===== src/hdl/htfi_fifo.sv =====
module htfi_fifo #(
   parameter int WIDTH = 8,
   parameter int DEPTH = 2
) (
   input  logic             clock,
   input  logic             reset,
   input  logic             push,
   input  logic [WIDTH-1:0] push_data,
   output logic             full,
   input  logic             pop,
   output logic [WIDTH-1:0] pop_data,
   output logic             empty
);

   localparam int PTR_W = $clog2(DEPTH);
   localparam int CNT_W = $clog2(DEPTH + 1);

   logic [WIDTH-1:0] mem_ff [DEPTH];
   logic [PTR_W-1:0] wr_ptr_ff;
   logic [PTR_W-1:0] wr_ptr_in;
   logic [PTR_W-1:0] rd_ptr_ff;
   logic [PTR_W-1:0] rd_ptr_in;
   logic [CNT_W-1:0] count_ff;
   logic [CNT_W-1:0] count_in;
   logic             do_push;
   logic             do_pop;

   assign full     = (count_ff == CNT_W'(DEPTH));
   assign empty    = (count_ff == '0);
   assign do_push  = push && !full;
   assign do_pop   = pop && !empty;
   assign pop_data = mem_ff[rd_ptr_ff];

   always_comb begin
      wr_ptr_in = do_push ? wr_ptr_ff + PTR_W'(1) : wr_ptr_ff;
      rd_ptr_in = do_pop ? rd_ptr_ff + PTR_W'(1) : rd_ptr_ff;
      count_in  = count_ff;
      if (do_push && !do_pop) begin
         count_in = count_ff + CNT_W'(1);
      end else if (do_pop && !do_push) begin
         count_in = count_ff - CNT_W'(1);
      end
   end

   always_ff @(posedge clock) begin
      if (reset) begin
         wr_ptr_ff <= '0;
         rd_ptr_ff <= '0;
         count_ff  <= '0;
      end else begin
         wr_ptr_ff <= wr_ptr_in;
         rd_ptr_ff <= rd_ptr_in;
         count_ff  <= count_in;
      end
   end

   always_ff @(posedge clock) begin
      if (do_push) begin
         mem_ff[wr_ptr_ff] <= push_data;
      end
   end

endmodule


===== config.mk =====
export PLATFORM = sky130hd
export DESIGN_NAME = htfi_fifo
export DESIGN_NICKNAME = d
export VERILOG_FILES = /design/src/hdl/htfi_fifo.sv
export SDC_FILE = /design/constraint.sdc
export NUM_CORES = 1
export LEC_CHECK = 0
export ABC_AREA = 1
export BUFFER_PORTS_ARGS = -buffer_cell sky130_fd_sc_hd__buf_2
export CORE_MARGIN = 2
export CORE_UTILIZATION = 45
export CTS_BUF_LIST = sky130_fd_sc_hd__clkbuf_8
export DETAILED_ROUTE_END_ITERATION = 10
export PLACE_DENSITY_LB_ADDON = 0.3
export SKIP_LAST_GASP = 1
export SLEW_MARGIN = 10
export SYNTH_ARGS = -nofsm -noshare
export SYNTH_HDL_FRONTEND = slang
export SYNTH_SLANG_ARGS = --single-unit
export TNS_END_PERCENT = 1

===== constraint.sdc =====
create_clock -name clock -period 1.3 [get_ports clock]
set_clock_uncertainty 0.05 [all_clocks]
set_input_delay 0.195 -clock clock [delete_from_list [all_inputs] [get_ports clock]]
set_output_delay 0.195 -clock clock [all_outputs]
set_load 0.005 [all_outputs]

==> results.md, run 1 <==
* Outcome: finished, violations left
* Failing checks: setup timing
* Most frequent cells in the layout: buf_2 (17), edfxtp_1 (16), buf_4 (10)
* TritonCTS clock tree: yes
* Period utilisation layout at 1.08
* Core Util, Final at 0.679
* Syn Area/Cell at 13.4 sq um
* Max frequency at 714 MHz
* WP buf/inv at 2
* Initial DRC Count at 2
* Number of global-route vias before repair at 496
* Commonest non-fill, non-tap cell in the layout: buf_2
* Core Region at 1730 sq um
* Wire per inst at 11.4 um
* Sequential share of the synthesized area at 0.701
* Final hold vios at 0
* RSZ-0062 raised after global routing: yes
* Largest net degree at the start of global routing at 12
* Crit Path Class: reg -> out
* Leak at 0.512 nW
* Max clock buf depth at 2
* Dpl cells at 117
* Count of standard-cell rows at 15
* CP delay by family, top: flip-flops
* Syn Inst Count at 62
* Critical-path maximum fanout at 8
* Pwr dens at 1860 nW/um^2
* Final setup vio count at 22
* Peak VDD IR at 1160 uV
* Syn nets at 75
* Post-route ant nets at 0
* Initial Utilization at 0.480
* Gr usage total at 0.133
* Max-slew headroom at 0.888
* Critical Path AT at 1.16 ns
* Clk pin slew, worst setup/hold paths at 0.07 ns
* Post-Layout Cell Count at 122
* Gp weighted congestion at 0.771
* Worst setup SP type: flip-flop
* Die W at 46.9 um
* Flops & latches, synth at 21
* Fraction of layout cells with a size suffix above 1 at 0.546
* Critical path's slowest cell: dfxtp_2
* Drt drc at 0
* Hold Crit Class: in -> reg
* Cell area after synthesis at 828 sq um
* Clk_lat worst skew at 0.25 ns
* Final nets at 111
* Total Routed Length at 1390 um
* Drt via density at 4.45
* Post-CTS Hold Fix Bufs at 0
* Layout area overhead at 41.5%
* Die Area at 2200 sq um
* Fin crit period at 1.40 ns
* Die H at 46.9 um
* DP HPWL at 998 um
* Slew Viols, Final at 0
* Crit. End Element: output pin
* First-pass GRT wire length at 1980 um
* Top Ports at 22
* Crit-path cells: buf_12 -> mux2_4 -> buf_6
* Syn. warnings at 0
* Initial antenna violation count at 0
* Slew of the pin with the lowest slew margin at 0.168 ns
* Drt first pass iters at 2
* Congestion Overflow GR at 0
* Root buffer cell: clkbuf_8
* Worst setup margin at -0.101 ns
* H-tree Lvls at 1
* Vias at 543
* Library cells used by synthesis at 16
* Largest stage delay, worst path at 0.34 ns
* CTS buffer count at 3
* Required @ worst endpoint at 1.05 ns
* IO buf count at 21
* Maxcap violations at 0
* Number of clock sinks at 21
* # diodes at 0
-- state kept, by name, indices dropped and copies added (netlist names), named ones only --
register / flops
wr_ptr_ff: 1
rd_ptr_ff: 1
mem_ff: 16
count_ff: 2
-- final cells by class --
class | instances | area (sq um)
Clock inverter | 1 | 3.75
Sequential cell | 21 | 583
Timing Repair Buffer | 32 | 225
Tap cell | 25 | 31.3
Multi-Input combinational cell | 31 | 254
Inverter | 9 | 33.8
Fill cell | 142 | 554
Clock buffer | 3 | 41.3
-- what timing repair did --
item	CTS	global route
setup endpoints to repair	9	24
pin swaps	0	1
gates resized for setup	10	7
setup buffers	0	1
cloned	0	0
-- worst reg2reg max path, stage by stage, from the launching register on --
cell	delay (ns)
dfxtp_1	0.39
o21ai_2	0.09
buf_4	0.13
buf_4	0.13
nor2_1	0.11
buf_4	0.18
-- kinds of logic (layout without fill, tap and decap cells) --
group / Yosys count / after routing / synth area share
AOI/OAI and AO/OA: 6 / 6 / 0.0453
adders and majority gates: 1 / 1 / 0.0151
and+or+nand+nor: 16 / 16 / 0.0831
buffers and inverters: 10 / 45 / 0.0468
muxes: 8 / 8 / 0.109
DFF: 21 / 21 / 0.701
-- through the flow --
step                area (sq um)  worst slack (ns)  hold slack (ns)  total power, mW  TNS (ns)
floorplan                    828           -0.0712            0.244             1.30     -1.22
global placement            1050            0.0292            0.334             1.62         0
detailed placement          1050          -0.00452            0.337             1.64  -0.00452
CTS                         1130            -0.108           0.0756             2.11    -0.816
global route                1170            -0.123           0.0755             2.30     -2.71
finish                      1170            -0.101           0.0790             2.18     -1.38
-- worst paths after layout --
check | from | endpoint | depth (start not counted) | slack (ns)
worst min-delay path | push_data[1] | mem_ff[0][1]$_DFFE_PP_ | 1 | 0.08
worst max register to register | count_ff[0]$_SDFFE_PP0P_ | mem_ff[0][5]$_DFFE_PP_ | 5 | -0.06
worst min register to register | wr_ptr_ff$_SDFFE_PP0P_ | wr_ptr_ff$_SDFFE_PP0P_ | 2 | 0.47
worst max-delay path | flip-flop | pop_data[6] | 3 | -0.10
-- cell usage after synthesis --
library cell / n / area [sq um]
a21oi_1: 1 / 5.00
and2_4: 1 / 8.76
buf_2: 1 / 5.00
dfxtp_1: 5 / 100
edfxtp_1: 16 / 480
ha_1: 1 / 12.5
inv_1: 7 / 26.3
inv_2: 2 / 7.51
mux2_2: 8 / 90.1
nand2_1: 4 / 15.0
nand3_1: 1 / 5.00
nand4_1: 1 / 6.26
nor2_1: 9 / 33.8
o21ai_0: 2 / 10.0
o21ai_1: 1 / 5.00
o21ai_2: 2 / 17.5
-- routing by layer --
metal	vias to the layer above	track usage	wire (um)
li1	282	-	-
met1	247	0.135	538
met2	12	0.258	773
met3	2	0.0231	63
met4	0	0.0667	10
met5	-	0	0
-- power by group --
part / internal (mW) / switching (mW)
Clock: 0.209 / 0.191
Sequential: 0.862 / 0.0526
Combinational: 0.499 / 0.367
(Power assumes the default switching activity.)
==> run 2: changes to the inputs <==
Settings changed: SETUP_SLACK_MARGIN set to 0.3.
==> run 2 against run 1 <==
The flow still finishes with violations (setup timing). Fmax barely moved. Core utilization rose by 0.36 points. Sequential share of layout area shrank 0.26 points. Via count shrank 0.18%. Flip-flop and latch count stayed put. Clock power rose by 3%. Worst setup slack improved by 0.00093 ns. Highest routed layer unchanged.
==> results.md, run 2 (synthesis results as in run 1) <==
* Commonest non-fill, non-tap cell in the layout: buf_2
* Critical Path AT at 1.15 ns
* Setup_tns at -0.749 ns
* Maxcap violations at 0
* CP delay by family, top: flip-flops
* Initial DRC Count at 5
* Core Region at 1730 sq um
* Final nets at 106
* Final setup vio count at 9
* Wire per inst at 10.9 um
* Leak at 0.497 nW
* Gp weighted congestion at 0.819
* Fin crit period at 1.40 ns
* Initial Utilization at 0.480
* Design Power at 2.21 mW
* Root buffer cell: clkbuf_8
* # diodes at 0
* TritonCTS clock tree: yes
* Count of standard-cell rows at 15
* Die Area at 2200 sq um
* Max FFs per register at 16
* Crit Path Class: reg -> out
* Congestion Overflow GR at 0
* Number of global-route vias before repair at 495
* Number of clock sinks at 21
* Post-CTS Hold Fix Bufs at 0
* Die W at 46.9 um
* Die H at 46.9 um
* Slew Viols, Final at 0
* Hold WS at 0.0711 ns
* Total Routed Length at 1280 um
* Post-route ant nets at 0
* Final hold vios at 0
* Largest registers: mem_ff (16), count_ff (2)
* Vias at 542
* Worst Hold End: mem_ff[1][4]$_DFFE_PP_
* Pwr dens at 1880 nW/um^2
* Slew of the pin with the lowest slew margin at 0.221 ns
* RR Endpoint: count_ff[1]$_SDFFE_PP0P_
* Layout area overhead at 42.3%
* IO buf count at 21
* Max-slew headroom at 0.853
* Top Ports at 22
* Largest stage delay, worst path at 0.34 ns
* Worst setup SP type: flip-flop
* Hold Crit Class: in -> reg
* Initial antenna violation count at 0
* Worst setup margin at -0.0998 ns
* Drt first pass iters at 4
* HP Start: push_data[4]
* Crit Reg-Reg Startpoint: count_ff[1]$_SDFFE_PP0P_
* Clk pin slew, worst setup/hold paths at 0.07 ns
* Outcome: finished, violations left
* Crit. End Element: output pin
* Period utilisation layout at 1.08
* Post-CTS Setup Bufs at 0
* Max frequency at 714 MHz
* Flop-to-flop setup slack at 0 ns
* Critical-path maximum fanout at 8
* CTS buffer count at 3
* Clk_lat worst skew at 0.26 ns
* Largest net degree at the start of global routing at 13
* Crit-path cells: buf_12 -> mux2_4 -> buf_6
* DP HPWL at 892 um
* First-pass GRT wire length at 1960 um
* Peak VDD IR at 1000 uV
* Failing checks: setup timing
* Reg with most FFs: mem_ff
* H-tree Lvls at 1
* Drt drc at 0
* Required @ worst endpoint at 1.05 ns
* Most frequent cells in the layout: buf_2 (17), edfxtp_1 (16), mux2_4 (8)
* PostCTS Resize Cnt at 10
* Fraction of layout cells with a size suffix above 1 at 0.565
* Worst hold stages at 1
* Drt via density at 4.63
* Critical path's slowest cell: dfxtp_2
* RSZ-0062 raised after global routing: yes
* WP buf/inv at 2
* FF-to-FF path depth at 8
* Gr usage total at 0.137
* Max clock buf depth at 2
## run 2: cell types whose count changed in the layout (fill, tap and decap cells not counted)
cell	previous run	this run
nor2_2	1	2
clkinv_2	0	1
buf_12	1	3
nand3_2	0	1
o21ai_1	1	2
o21ai_2	2	1
o21ai_4	0	1
inv_1	7	5
o21ai_0	2	1
nand3_1	1	0
buf_4	10	3
inv_4	0	1
nor2_1	8	7
## run 2: layout make-up
class                           count  area (sq um)
Fill cell                         142           548
Inverter                            9          36.3
Sequential cell                    21           583
Clock inverter                      1          5.00
Clock buffer                        3          41.3
Multi-Input combinational cell     31           269
Tap cell                           25          31.3
Timing Repair Buffer               27           213
## run 2: worst max-delay path by stage
stage,depth (start not counted),start,slack [ns],end
5_1_grt,3,flip-flop,-0.13,pop_data[5]
3_5_place_dp,8,count_ff[1]$_SDFFE_PP0P_,0.02,count_ff[1]$_SDFFE_PP0P_
3_3_place_gp,6,count_ff[0]$_SDFFE_PP0P_,0.06,count_ff[1]$_SDFFE_PP0P_
6_report,3,flip-flop,-0.1,pop_data[5]
4_1_cts,3,flip-flop,-0.11,pop_data[5]
2_1_floorplan,7,count_ff[1]$_SDFFE_PP0P_,0.03,count_ff[0]$_SDFFE_PP0P_
## run 2: report_power, final
part | total (mW) | internal, mW | switching [mW]
Sequential | 0.934 | 0.863 | 0.0711
Clock | 0.412 | 0.213 | 0.199
Combinational | 0.865 | 0.495 | 0.371
## run 2: stage by stage
| stage | setup WS, ns | instance area (sq um) | util | std cells |
|---|---|---|---|---|
| 2_1_floorplan | 0.0305 | 862 | - | 62 |
| 3_3_place_gp | 0.0621 | 1080 | 0.623 | 113 |
| 3_5_place_dp | 0.0202 | 1080 | 0.623 | 113 |
| 4_1_cts | -0.112 | 1160 | 0.672 | 117 |
| 5_1_grt | -0.132 | 1180 | 0.683 | 117 |
| 6_report | -0.0998 | 1180 | 0.683 | 117 |
## run 2: metal layers
metal / part of all wire / vias up / wire, um / GRT usage
met5: 0 / - / 0 / 0
met4: 0.023 / 0 / 29 / 0.117
met3: 0.049 / 4 / 63 / 0.0231
met2: 0.52 / 13 / 660 / 0.214
met1: 0.41 / 251 / 527 / 0.165
li1: - / 274 / - / -
==> run 3: changes to the inputs <==
Settings changed: PLACE_DENSITY set to 0.76, PLACE_DENSITY_LB_ADDON 0.3 to unset.
==> run 3 against run 2 <==
The flow still finishes with violations (setup timing). Clock power down 2%. Critical path depth unchanged. Sequential power about the same. Register-to-register slack about the same. Critical endpoint unchanged.
==> results.md, run 3 (synthesis results as in run 1) <==
* Hold WS at 0.0746 ns
* FF-to-FF path depth at 8
* Outcome: finished, violations left
* Post-place setup slack at -0.0144 ns
* Period utilisation layout at 1.07
* Post-route ant nets at 0
* Total Routed Length at 1360 um
* Largest net degree at the start of global routing at 13
* Commonest non-fill, non-tap cell in the layout: buf_2
* Failing checks: setup timing
* Slew of the pin with the lowest slew margin at 0.246 ns
* IO buf count at 21
* Peak VDD IR at 1280 uV
* Slew Viols, Final at 0
* Largest registers: mem_ff (16), count_ff (2)
* Maxcap violations at 0
* Die Area at 2200 sq um
* Initial DRC Count at 2
* Worst hold stages at 1
* Setup_tns at -0.714 ns
* Max frequency at 716 MHz
* Drt via density at 4.62
* First-pass GRT wire length at 2100 um
* # diodes at 0
* Max clock buf depth at 2
* Fraction of layout cells with a size suffix above 1 at 0.560
* Vias at 536
* Clk_lat worst skew at 0.25 ns
* HP Start: push_data[1]
* H-tree Lvls at 1
* Fin crit period at 1.40 ns
* Crit Path Class: reg -> out
* Number of global-route vias before repair at 518
* Initial Utilization at 0.480
* Max FFs per register at 16
* Final nets at 105
* Dpl cells at 112
* Max-slew headroom at 0.836
* Drt first pass iters at 4
* Core Region at 1730 sq um
* RR Endpoint: count_ff[1]$_SDFFE_PP0P_
* Flop-to-flop setup slack at -0.01 ns
* Required @ worst endpoint at 1.05 ns
* Wire per inst at 11.7 um
* CTS buffer count at 3
* Final hold vios at 0
* Clk pin slew, worst setup/hold paths at 0.07 ns
* Critical Path AT at 1.15 ns
* Crit. End Element: output pin
* Top Ports at 22
* Fill cell count at 146
* Drt drc at 0
* Initial antenna violation count at 0
* Leak at 0.490 nW
* Gp weighted congestion at 0.697
* TritonCTS clock tree: yes
* Final setup vio count at 9
* Critical-path maximum fanout at 8
* Die W at 46.9 um
* Die H at 46.9 um
* Core Util, Final at 0.675
* Reg with most FFs: mem_ff
* Number of clock sinks at 21
* Worst setup margin at -0.0958 ns
* Crit Reg-Reg Startpoint: count_ff[1]$_SDFFE_PP0P_
* DP HPWL at 1010 um
* Count of standard-cell rows at 15
* RSZ-0062 raised after global routing: yes
* Worst setup SP type: flip-flop
* Hold Crit Class: in -> reg
* Post-Layout Cell Count at 116
* Worst Hold End: mem_ff[0][1]$_DFFE_PP_
* Gr usage total at 0.150
* Root buffer cell: clkbuf_8
* Congestion Overflow GR at 0
* Most frequent cells in the layout: buf_2 (18), edfxtp_1 (16), mux2_4 (8)
* Pwr dens at 1880 nW/um^2
* Layout area overhead at 40.6%
## run 3: through the flow
| stage | area (sq um) | power [mW] |
|---|---|---|
| after CTS | 1150 | 2.19 |
| after floorplan | 862 | 1.38 |
| after detailed placement | 1070 | 1.71 |
| after global placement | 1070 | 1.67 |
| final | 1160 | 2.19 |
| after global routing | 1160 | 2.32 |
## run 3: worst max-delay path by stage
stage,end,slack [ns],cells after the start
2_1_floorplan,count_ff[0]$_SDFFE_PP0P_,0.03,7
3_3_place_gp,count_ff[0]$_SDFFE_PP0P_,0.05,7
3_5_place_dp,count_ff[1]$_SDFFE_PP0P_,-0.01,8
4_1_cts,pop_data[5],-0.10,3
5_1_grt,pop_data[5],-0.13,3
6_report,pop_data[5],-0.1,3
## run 3: cell type report
cell class	instances	area, sq um	share of cell area
clock buffers	3	41.3	0.0354
clock inverters	1	5.00	0.00430
inverters	9	36.3	0.0311
multi-input cells	31	269	0.231
flip-flops and latches	21	583	0.501
well taps	25	31.3	0.0269
repair buffers	26	199	0.171
## run 3: timing repair
item                                    in CTS  in global routing
setup buffers                                0                  0
hold buffers                                 0                  0
gates resized for setup                     10                  2
endpoints found under the setup margin      31                 31
hold endpoints to repair                     0                  0
## run 3: worst max-delay path, cell delays in order, from the launching register on
cell and delay (ns):
dfxtp_2 0.34, buf_12 0.13, mux2_4 0.31, buf_6 0.12
## run 3: metal layers
layer	track usage	part of all wire	vias up	wire, um
li1	-	-	271	-
met1	0.131	0.37	243	497
met2	0.274	0.54	17	737
met3	0.0423	0.054	5	73
met4	0.133	0.036	0	49
met5	0	0	-	0
## run 3: report_power, final
group          internal (mW)  switching, mW  total, mW
logic                  0.475          0.374      0.848
registers              0.863         0.0738      0.937
clock network          0.213          0.192      0.404
total                   1.55          0.639       2.19
