--- src/hdl/htfi_pkg.sv ---
package htfi_pkg;

   localparam int KEY_W   = 32;
   localparam int SLOT_W  = 12;
   localparam int COUNT_W = 13;
   localparam int PROBE_W = 13;

   localparam logic [KEY_W-1:0] HASH_MUL_A = 32'h7feb352d;
   localparam logic [KEY_W-1:0] HASH_MUL_B = 32'h846ca68b;

   localparam logic [PROBE_W-1:0] PROBE_LIMIT_RESET = 13'd1000;
   localparam logic [COUNT_W-1:0] COUNT_MAX         = '1;

   localparam int JOB_QUEUE_DEPTH    = 2;
   localparam int RESULT_QUEUE_DEPTH = 2;

   typedef enum logic [0:0] {
      OP_FIND_OR_INSERT = 1'b0,
      OP_FIND_ONLY      = 1'b1
   } htfi_op_type;

   typedef enum logic [1:0] {
      STATUS_FOUND    = 2'd0,
      STATUS_INSERTED = 2'd1,
      STATUS_MISS     = 2'd2,
      STATUS_FULL     = 2'd3
   } htfi_status_type;

   typedef enum logic [1:0] {
      STATE_CLEAR,
      STATE_IDLE,
      STATE_PROBE
   } htfi_state_type;

   typedef struct packed {
      logic [SLOT_W-1:0]  slot;
      htfi_status_type    status;
      logic [COUNT_W-1:0] entries_used;
   } htfi_result_type;

endpackage

--- src/hdl/htfi_front.sv ---
module htfi_front #(
   parameter int DEPTH = 4096
) (
   input  logic                     clock,
   input  logic                     reset,
   input  logic                     hold,
   input  logic                     push,
   output logic                     full,
   input  htfi_pkg::htfi_op_type    req_op,
   input  logic [31:0]              req_key,
   output logic                     job_push,
   input  logic                     job_full,
   output htfi_pkg::htfi_op_type    job_op,
   output logic [31:0]              job_key,
   output logic [$clog2(DEPTH)-1:0] job_home
);

   import htfi_pkg::*;

   localparam int IDX_W = $clog2(DEPTH);

   logic             adv;
   logic [KEY_W-1:0] a_mix;
   logic [KEY_W-1:0] a_mul_in;
   logic [KEY_W-1:0] a_mul_ff;
   logic [KEY_W-1:0] a_key_ff;
   htfi_op_type      a_op_ff;
   logic             a_vld_ff;
   logic             a_vld_in;
   logic [KEY_W-1:0] b_mix;
   logic [KEY_W-1:0] b_mul_in;
   logic [KEY_W-1:0] b_mul_ff;
   logic [KEY_W-1:0] b_key_ff;
   htfi_op_type      b_op_ff;
   logic             b_vld_ff;
   logic [KEY_W-1:0] fin;

   // advance the whole pipe unless the last stage is blocked
   assign adv      = !(b_vld_ff && job_full);
   assign full     = hold || !adv;
   assign a_vld_in = push && !hold;

   assign a_mix    = req_key ^ (req_key >> 16);
   assign a_mul_in = a_mix * HASH_MUL_A;
   assign b_mix    = a_mul_ff ^ (a_mul_ff >> 15);
   assign b_mul_in = b_mix * HASH_MUL_B;
   assign fin      = b_mul_ff ^ (b_mul_ff >> 16);

   assign job_push = b_vld_ff && !job_full;
   assign job_op   = b_op_ff;
   assign job_key  = b_key_ff;
   assign job_home = fin[IDX_W-1:0];

   always_ff @(posedge clock) begin
      if (reset) begin
         a_vld_ff <= 1'b0;
         b_vld_ff <= 1'b0;
      end else if (adv) begin
         a_vld_ff <= a_vld_in;
         b_vld_ff <= a_vld_ff;
      end
   end

   always_ff @(posedge clock) begin
      if (adv) begin
         a_mul_ff <= a_mul_in;
         a_key_ff <= req_key;
         a_op_ff  <= req_op;
         b_mul_ff <= b_mul_in;
         b_key_ff <= a_key_ff;
         b_op_ff  <= a_op_ff;
      end
   end

endmodule

--- config.mk ---
export PLATFORM = sky130hd
export DESIGN_NAME = htfi_front
export DESIGN_NICKNAME = d
export VERILOG_FILES = /design/src/hdl/htfi_pkg.sv /design/src/hdl/htfi_front.sv
export SDC_FILE = /design/constraint.sdc
export NUM_CORES = 1
export LEC_CHECK = 0
export BUFFER_PORTS_ARGS = -buffer_cell sky130_fd_sc_hd__buf_2
export CAP_MARGIN = 20
export CORE_UTILIZATION = 40
export DETAILED_ROUTE_END_ITERATION = 8
export PLACE_DENSITY = 0.6
export SETUP_SLACK_MARGIN = 0.15
export SLEW_MARGIN = 20
export SYNTH_ARGS = -nofsm -noshare
export SYNTH_HDL_FRONTEND = slang
export SYNTH_SLANG_ARGS = --single-unit
--- constraint.sdc ---
create_clock -name clock -period 7.6 [get_ports clock]
set_input_delay 0.38 -clock clock [delete_from_list [all_inputs] [get_ports clock]]
set_output_delay 0.38 -clock clock [all_outputs]
set_load 0.02 [all_outputs]
==> results of run 1 <==
## cells in the final DEF (no fill, tap or decap), drive strengths merged, types with 10 or more instances in the layout
| master | count |
|---|---|
| a211oi | 11 |
| a21o | 23 |
| a21oi | 31 |
| buf | 118 |
| clkbuf | 17 |
| edfxtp | 122 |
| fa | 304 |
| ha | 334 |
| inv | 461 |
| nand2 | 36 |
| nor2 | 45 |
| nor3 | 10 |
| o21a | 10 |
| o21ai | 18 |
| xnor2 | 111 |
| xor2 | 70 |
## metrics by stage
stage          instance area [sq um]  hold slack (ps)  cells
3_3_place_gp                   20300              401   2378
3_5_place_dp                   20300              405   2378
4_1_cts                        20900             61.7   2410
5_1_grt                        20900             81.1   2410
6_report                       20900             89.5   2410
2_1_floorplan                  18800              400   1653
## how the worst max path moves through the flow
stage / slack [ps] / cells after the start / from / to
after floorplan: 1080 / 23 / req_key[4] / a_mul_ff[31]$_DFFE_PN_
after global placement: 390 / 22 / req_key[6] / a_mul_ff[31]$_DFFE_PN_
after detailed placement: 260 / 24 / req_key[6] / a_mul_ff[30]$_DFFE_PN_
after CTS: 730 / 21 / a_mul_ff[17]$_DFFE_PN_ / b_mul_ff[27]$_DFFE_PN_
after global routing: 300 / 24 / req_key[22] / a_mul_ff[30]$_DFFE_PN_
final: 750 / 24 / req_key[6] / a_mul_ff[30]$_DFFE_PN_
## logic make-up after synthesis
family / Yosys count / share of synthesized area
fa+ha+maj: 638 / 0.545
buf+inv: 453 / 0.0904
compound gates: 120 / 0.0458
xor+xnor: 182 / 0.0878
simple gates: 136 / 0.0342
flops: 124 / 0.197
## layer usage
metal / global-route usage / vias to the layer above
met1: 0.284 / 5991
met5: 0 / -
met4: 0.0729 / 0
met2: 0.418 / 242
li1: - / 5491
met3: 0.0243 / 63
## sequential cells by signal (all words and copies together) (netlist names)
register and cells:
a_op_ff 1, a_vld_ff 1, b_vld_ff 1, job_key 32
b_mul_ff 24, a_key_ff 32, job_op 1, a_mul_ff 32
## layout make-up
| type | instances | area share |
|---|---|---|
| Timing Repair Buffer | 118 | 0.0324 |
| Clock inverter | 15 | 0.00845 |
| Multi-Input combinational cell | 1076 | 0.643 |
| Clock buffer | 17 | 0.0204 |
| Tap cell | 607 | 0.0364 |
| Sequential cell | 124 | 0.177 |
| Inverter | 453 | 0.0816 |
## critical path: stages
cell and delay, ps:
buf_2 140, xor2_1 680, inv_2 300, xnor2_1 320, inv_1 80, ha_1 310, a21o_1 190, ha_1 280
inv_1 50, fa_1 480, inv_1 50, fa_1 480, fa_1 560, fa_1 420, fa_1 460, ha_1 360
a21o_1 180, a21oi_1 140, nor2_1 70, nor4_1 230, o41ai_1 130, a41o_1 260, o21a_1 220, o311ai_0 330
==> impl_metrics.py, run 1 <==
metrics = {
    "run_status": {
        "outcome": "complete, no violations",
    },
    "min_path": {
        "hold_path.class": "input pin to flop",
        "holdPathStages": 2,
        "min_from": "reset",
        "min_to": "a_vld_ff$_SDFFE_PP0N_",
    },
    "critical_path": {
        "rr_worst_depth": 21,
        "required_ps": 7850,
        "cp.arrival_ps": 7110,
        "reg2reg_from": "a_mul_ff[17]$_DFFE_PN_",
        "worst-path-max-fanout": 8,
        "startpoint_type": "input pin",
        "critPathCaptureType": "flop",
        "r2r_end": "b_mul_ff[27]$_DFFE_PN_",
        "r2r_slack_ps": 790,
        "crit_type": "input pin to flop",
    },
    "logic_synthesis": {
        "synth_nets": 2329,
        "syn_avg_cell_area_sq_um": 11.4,
        "synthDistinctLibCells": 53,
        "ys_seq_area_frac": 0.197,
        "synth_edf_count": 122,
        "synth.area.top_cells": "fa_1, ha_1, edfxtp_1",
        "synthCells": 1653,
        "syn_area_sq_um": 18800,
        "ys_ff_latch": 124,
        "synth_ff_type": "edfxtp_1",
        "synthArstFlopShare": 0,
        "synth_top_area_share": 0.323,
        "synthTopCellsByCount": "inv_1, ha_1, fa_1",
        "ys_warn_count": 0,
        "synth_top_area_cell": "fa_1",
        "synthMostInstantiatedCell": "inv_1",
    },
    "detailed_routing": {
        "maxUsedRoutingLayer": "met4",
        "wl_microns": 51300,
        "drt.antenna.violating_nets": 0,
        "met1_length_microns": 21800,
        "wl_met2_microns": 26800,
        "drcViolationCount": 0,
        "viasPerCell": 4.89,
        "post_drt_wl_per_cell_microns": 21.3,
        "drtPass1Iterations": 4,
        "wl_met3_microns": 1460,
        "drt_iter0_drc": 605,
        "num_vias": 11800,
    },
    "clock_network": {
        "cts_tree": "built",
        "clk_pin_slew_ps": 70,
        "cts_buffers": 17,
        "cts_max_path_buffers": 2,
        "cts.sinks": 124,
        "post_cts_resized": 0,
        "post_cts_buffers": 0,
        "htreeDepth": 4,
        "cts_hold_buf": 0,
        "cts-root-buf": "clkbuf_16",
        "clock_latency_ps": 450,
    },
    "sta": {
        "worst_slack_ps": 748,
        "rsz0062_at_grt": "false",
        "fmax_ghz": 0.146,
        "drv_slew": 0,
        "setup_violations": 0,
        "tightest_slew_ps": 1030,
        "relSlewSlack": 0.315,
        "post-route-min-period_ps": 6850,
        "finalHoldViolCount": 0,
        "tns_ps": 0,
        "min_period_over_period": 0.902,
        "clock_skew_ps": 9.78,
    },
    "finish": {
        "fin_nets": 2466,
        "num_antenna_cells": 0,
        "drive_gt1_frac": 0.0960,
        "fin_util": 0.449,
        "area_growth_pct": 10.9,
        "multi_input_area_sq_um": 13400,
        "seqCellArea_sq_um": 3700,
        "fillers": 4379,
    },
    "placed_design": {
        "hpwl_microns": 45200,
        "io_buffers": 84,
        "dp_slack_ps": 262,
        "gp_congestion": 0.947,
    },
    "grt": {
        "grt_max_degree": 78,
        "grt_overflow": 0,
        "grt.total_usage": 0.230,
        "antenna_found_initial": 2,
        "grt_pass1_wl_microns": 79300,
        "grt_pass1_vias": 13200,
    },
    "floorplan": {
        "die_height_microns": 219,
        "die_w_microns": 219,
        "io_pins": 85,
        "floorplan.initialDensity": 0.405,
        "coreArea_sq_um": 46500,
        "num_rows": 79,
        "dieArea_sq_um": 47900,
    },
    "job": {
        "cap_violations": 0,
    },
}
Power of run 1 is left out: the tool's default activity adds up to more than one toggle a clock period on the data nets, which glitch-free logic cannot reach.
==> inputs of run 2 (changes only) <==
==> constraint.sdc (replaced) <==
create_clock -name clock -period 7.6 [get_ports clock]
set_input_delay 0.76 -clock clock [delete_from_list [all_inputs] [get_ports clock]]
set_output_delay 0.76 -clock clock [all_outputs]
set_load 0.02 [all_outputs]
==> run 2 against run 1 <==
Compared with the run above:
- critical path depth fell by 4
- clock-buffer cell count rose by 1
- register-to-register slack got worse by 20 ps
- final cell count rose by 0.33%
- design area rose by 0.20%
- non-clock buffer count rose by 7
==> impl_metrics.py, run 2 (same netlist as run 1, synthesis figures left out) <==
metrics = {
    "finish": {
        "layoutNonFillerInstCount": 2418,
        "area_growth_pct": 11.1,
        "layout_commonest_cell": "inv_1",
        "fin_util": 0.450,
        "mostFrequentLayoutCells": "inv_1, ha_1, fa_1",
        "drive_gt1_frac": 0.0989,
        "fin_nets": 2473,
    },
    "clock_network": {
        "post_cts_resized": 0,
        "cts.sinks": 124,
        "htreeDepth": 4,
        "cts_buffers": 17,
        "cts_hold_buf": 0,
        "cts-root-buf": "clkbuf_16",
        "clock_latency_ps": 460,
        "post_cts_buffers": 0,
        "cts_tree": "built",
        "clk_pin_slew_ps": 70,
        "cts_max_path_buffers": 2,
    },
    "grt": {
        "grt_max_degree": 82,
        "grt_pass1_wl_microns": 76900,
        "antenna_found_initial": 2,
        "grt.total_usage": 0.223,
        "grt_overflow": 0,
        "grt_pass1_vias": 13200,
    },
    "sta": {
        "min_period_over_period": 0.922,
        "relSlewSlack": 0.318,
        "setup_violations": 0,
        "finalHoldViolCount": 0,
        "tightest_slew_ps": 1020,
        "fmax_ghz": 0.143,
        "tns_ps": 0,
        "drv_slew": 0,
        "post-route-min-period_ps": 7010,
        "rsz0062_at_grt": "false",
        "clock_skew_ps": 17.7,
    },
    "detailed_routing": {
        "post_drt_wl_per_cell_microns": 20.7,
        "drt.antenna.violating_nets": 0,
        "viasPerCell": 4.85,
        "drcViolationCount": 0,
        "wl_microns": 50100,
        "drt_iter0_drc": 630,
        "drtPass1Iterations": 5,
        "num_vias": 11700,
    },
    "placed_design": {
        "io_buffers": 84,
        "place_inst": 2385,
        "gp_congestion": 0.968,
        "hpwl_microns": 44100,
    },
    "run_status": {
        "outcome": "complete, no violations",
    },
    "min_path": {
        "min_to": "job_key[26]$_DFFE_PN_",
        "min_from": "a_key_ff[26]$_DFFE_PN_",
        "hold_path.class": "flop to flop",
        "holdPathStages": 0,
    },
    "floorplan": {
        "dieArea_sq_um": 47900,
        "die_w_microns": 219,
        "io_pins": 85,
        "coreArea_sq_um": 46500,
        "die_height_microns": 219,
        "floorplan.initialDensity": 0.405,
        "num_rows": 79,
    },
    "critical_path": {
        "crit_type": "input pin to flop",
        "required_ps": 7810,
        "startpoint_type": "input pin",
        "crit_start": "req_key[25]",
        "critPathCaptureType": "flop",
        "reg2reg_from": "a_mul_ff[28]$_DFFE_PN_",
        "r2r_end": "b_mul_ff[27]$_DFFE_PN_",
        "r2r_slack_ps": 770,
        "cp.arrival_ps": 7220,
        "rr_worst_depth": 19,
        "worst-path-max-fanout": 7,
    },
    "job": {
        "cap_violations": 0,
    },
}
run 2: changes by cell type in the layout (fill, tap and decap cells not counted), moves of 2 or more:
cell,previous run,this run
clkinv_8,2,0
inv_8,4,2
clkinv_2,0,2
buf_4,34,41
run 2: per-layer routing:
metal,up-vias,global-route usage,part of all wire
li1,5520,-,-
met1,5965,0.272,0.43
met2,197,0.407,0.52
met3,56,0.0305,0.032
met4,0,0.0644,0.024
met5,-,0,0
run 2: how the worst max path moves through the flow:
stage	end	slack [ps]
2_1_floorplan	a_mul_ff[31]$_DFFE_PN_	700
3_3_place_gp	a_mul_ff[31]$_DFFE_PN_	230
3_5_place_dp	a_mul_ff[31]$_DFFE_PN_	180
4_1_cts	a_mul_ff[31]$_DFFE_PN_	650
5_1_grt	a_mul_ff[31]$_DFFE_PN_	230
6_report	a_mul_ff[31]$_DFFE_PN_	590
run 2: critical path: stages:
cell and delay (ps):
buf_2 210, xnor2_4 350, inv_1 240, ha_1 360
ha_1 320, xnor2_1 250, fa_1 480, fa_1 430
inv_1 80, fa_1 430, fa_1 560, fa_1 420
fa_1 440, ha_1 370, o21a_1 160, o41ai_1 420
o21ai_0 290, o41ai_4 350, o21ai_2 120, xnor2_1 140
run 2: metrics by stage:
stage                     instance area (sq um)  worst slack, ps  hold WS, ps
after floorplan                           18800              697          400
after global placement                    20300              230          401
after detailed placement                  20300              180          405
after CTS                                 20900              653          416
after global routing                      20900              233          416
final                                     20900              590          416
run 2: cell type report:
cell class | instances | area, sq um
repair buffers | 125 | 728
well taps | 607 | 759
fillers | 4415 | 25500
flip-flops and latches | 124 | 3700
multi-input cells | 1076 | 13400
clock buffers | 18 | 429
diodes | 1 | 2.50
clock inverters | 14 | 160
inverters | 453 | 1700
Power of run 2 is left out for the same reason.
==> inputs of run 3 (changes only) <==
- CORE_UTILIZATION: 40 -> 30
- PLACE_DENSITY: 0.6 -> 0.49
==> run 3 against run 2 <==
Compared with the run above:
- non-clock buffer count increased by 13
- final cell count increased by 10%
- register-to-register slack improved by 50 ps
- largest cell class unchanged
- highest routed layer unchanged
==> impl_metrics.py, run 3 (same netlist as run 1, synthesis figures left out) <==
metrics = {
    "critical_path": {
        "startpoint_type": "input pin",
        "worst-path-max-fanout": 7,
        "cp.arrival_ps": 7040,
        "critPathCaptureType": "flop",
        "crit_type": "input pin to flop",
        "required_ps": 7830,
        "rr_worst_depth": 21,
    },
    "detailed_routing": {
        "drt.antenna.violating_nets": 0,
        "viasPerCell": 4.41,
        "drt_iter0_drc": 531,
        "post_drt_wl_per_cell_microns": 19.9,
        "drcViolationCount": 0,
        "drtPass1Iterations": 4,
        "wl_microns": 52800,
        "num_vias": 11700,
    },
    "clock_network": {
        "cts_max_path_buffers": 2,
        "cts_hold_buf": 0,
        "clock_latency_ps": 480,
        "cts_buffers": 17,
        "cts_tree": "built",
        "htreeDepth": 4,
        "cts.sinks": 124,
        "post_cts_resized": 0,
        "clk_pin_slew_ps": 90,
        "cts-root-buf": "clkbuf_16",
        "post_cts_buffers": 0,
    },
    "sta": {
        "tightest_slew_ps": 867,
        "rsz0062_at_grt": "false",
        "fmax_ghz": 0.147,
        "tns_ps": 0,
        "drv_slew": 0,
        "setup_violations": 0,
        "finalHoldViolCount": 0,
        "min_period_over_period": 0.895,
        "clock_skew_ps": 25.2,
        "post-route-min-period_ps": 6800,
        "relSlewSlack": 0.422,
    },
    "run_status": {
        "outcome": "complete, no violations",
    },
    "placed_design": {
        "gp_congestion": 0.943,
        "io_buffers": 84,
        "hpwl_microns": 46600,
    },
    "grt": {
        "grt.total_usage": 0.176,
        "grt_pass1_vias": 13200,
        "grt_overflow": 0,
        "grt_max_degree": 66,
        "antenna_found_initial": 3,
        "grt_pass1_wl_microns": 80600,
    },
    "finish": {
        "seqCellArea_sq_um": 3700,
        "num_antenna_cells": 0,
        "layout_commonest_cell": "inv_1",
        "area_growth_pct": 12.9,
        "multi_input_area_sq_um": 13400,
        "fin_nets": 2486,
        "fillers": 6237,
        "drive_gt1_frac": 0.106,
        "mostFrequentLayoutCells": "inv_1, ha_1, fa_1",
    },
    "min_path": {
        "hold_path.class": "flop to flop",
        "holdPathStages": 0,
    },
    "floorplan": {
        "num_rows": 91,
        "io_pins": 85,
        "die_w_microns": 253,
        "floorplan.initialDensity": 0.305,
        "coreArea_sq_um": 61800,
        "dieArea_sq_um": 63800,
        "die_height_microns": 253,
    },
    "job": {
        "cap_violations": 0,
    },
}
[run 3: cell types whose count changed in the layout (fill, tap and decap cells not counted), sizes merged]
| cell | previous run | this run |
|---|---|---|
| clkinv | 5 | 4 |
| inv | 458 | 461 |
| buf | 125 | 138 |
| clkbuf | 18 | 17 |
| diode | 1 | 0 |
| clkinvlp | 2 | 3 |
| bufinv | 2 | 0 |
[run 3: final cells by class]
cell class	instances	share of cell area
multi-input cells	1076	0.632
flip-flops and latches	124	0.174
inverters	453	0.0801
repair buffers	138	0.0388
well taps	837	0.0492
clock buffers	17	0.0200
clock inverters	15	0.00618
[run 3: worst max-delay path, cell delays in order]
cell,delay (ps)
buf_2,220
xor2_1,550
ha_1,370
inv_1,90
fa_1,450
fa_1,480
fa_1,530
fa_1,550
inv_1,50
fa_1,470
fa_1,520
fa_1,420
ha_1,260
o41ai_1,470
o21ai_0,240
o41ai_4,330
o21ai_2,140
xnor2_1,140
[run 3: final timing paths]
kind / slack [ps] / startpoint / end
setup / recovery: 800 / req_key[26] / a_mul_ff[31]$_DFFE_PN_
hold / removal: 410 / a_key_ff[11]$_DFFE_PN_ / job_key[11]$_DFFE_PN_
setup reg to reg: 820 / a_mul_ff[23]$_DFFE_PN_ / b_mul_ff[26]$_DFFE_PN_
hold reg to reg: 410 / a_key_ff[11]$_DFFE_PN_ / job_key[11]$_DFFE_PN_
[run 3: metrics by stage]
stage	utilization	area (sq um)	cells	worst slack, ps	hold slack, ps
final	0.344	21300	2660	797	410
after global routing	0.344	21300	2660	526	416
after global placement	0.335	20700	2628	281	402
after CTS	0.344	21300	2660	803	408
after floorplan	-	18800	1653	697	400
after detailed placement	0.335	20700	2628	272	405
[run 3: layer usage]
layer	GRT usage	vias up	wire length [microns]
met5	0	-	0
met4	0.0552	0	1450
met3	0.0247	62	1380
met2	0.315	171	27000
met1	0.216	5960	23000
li1	-	5533	-
Power of run 3 is left out for the same reason.
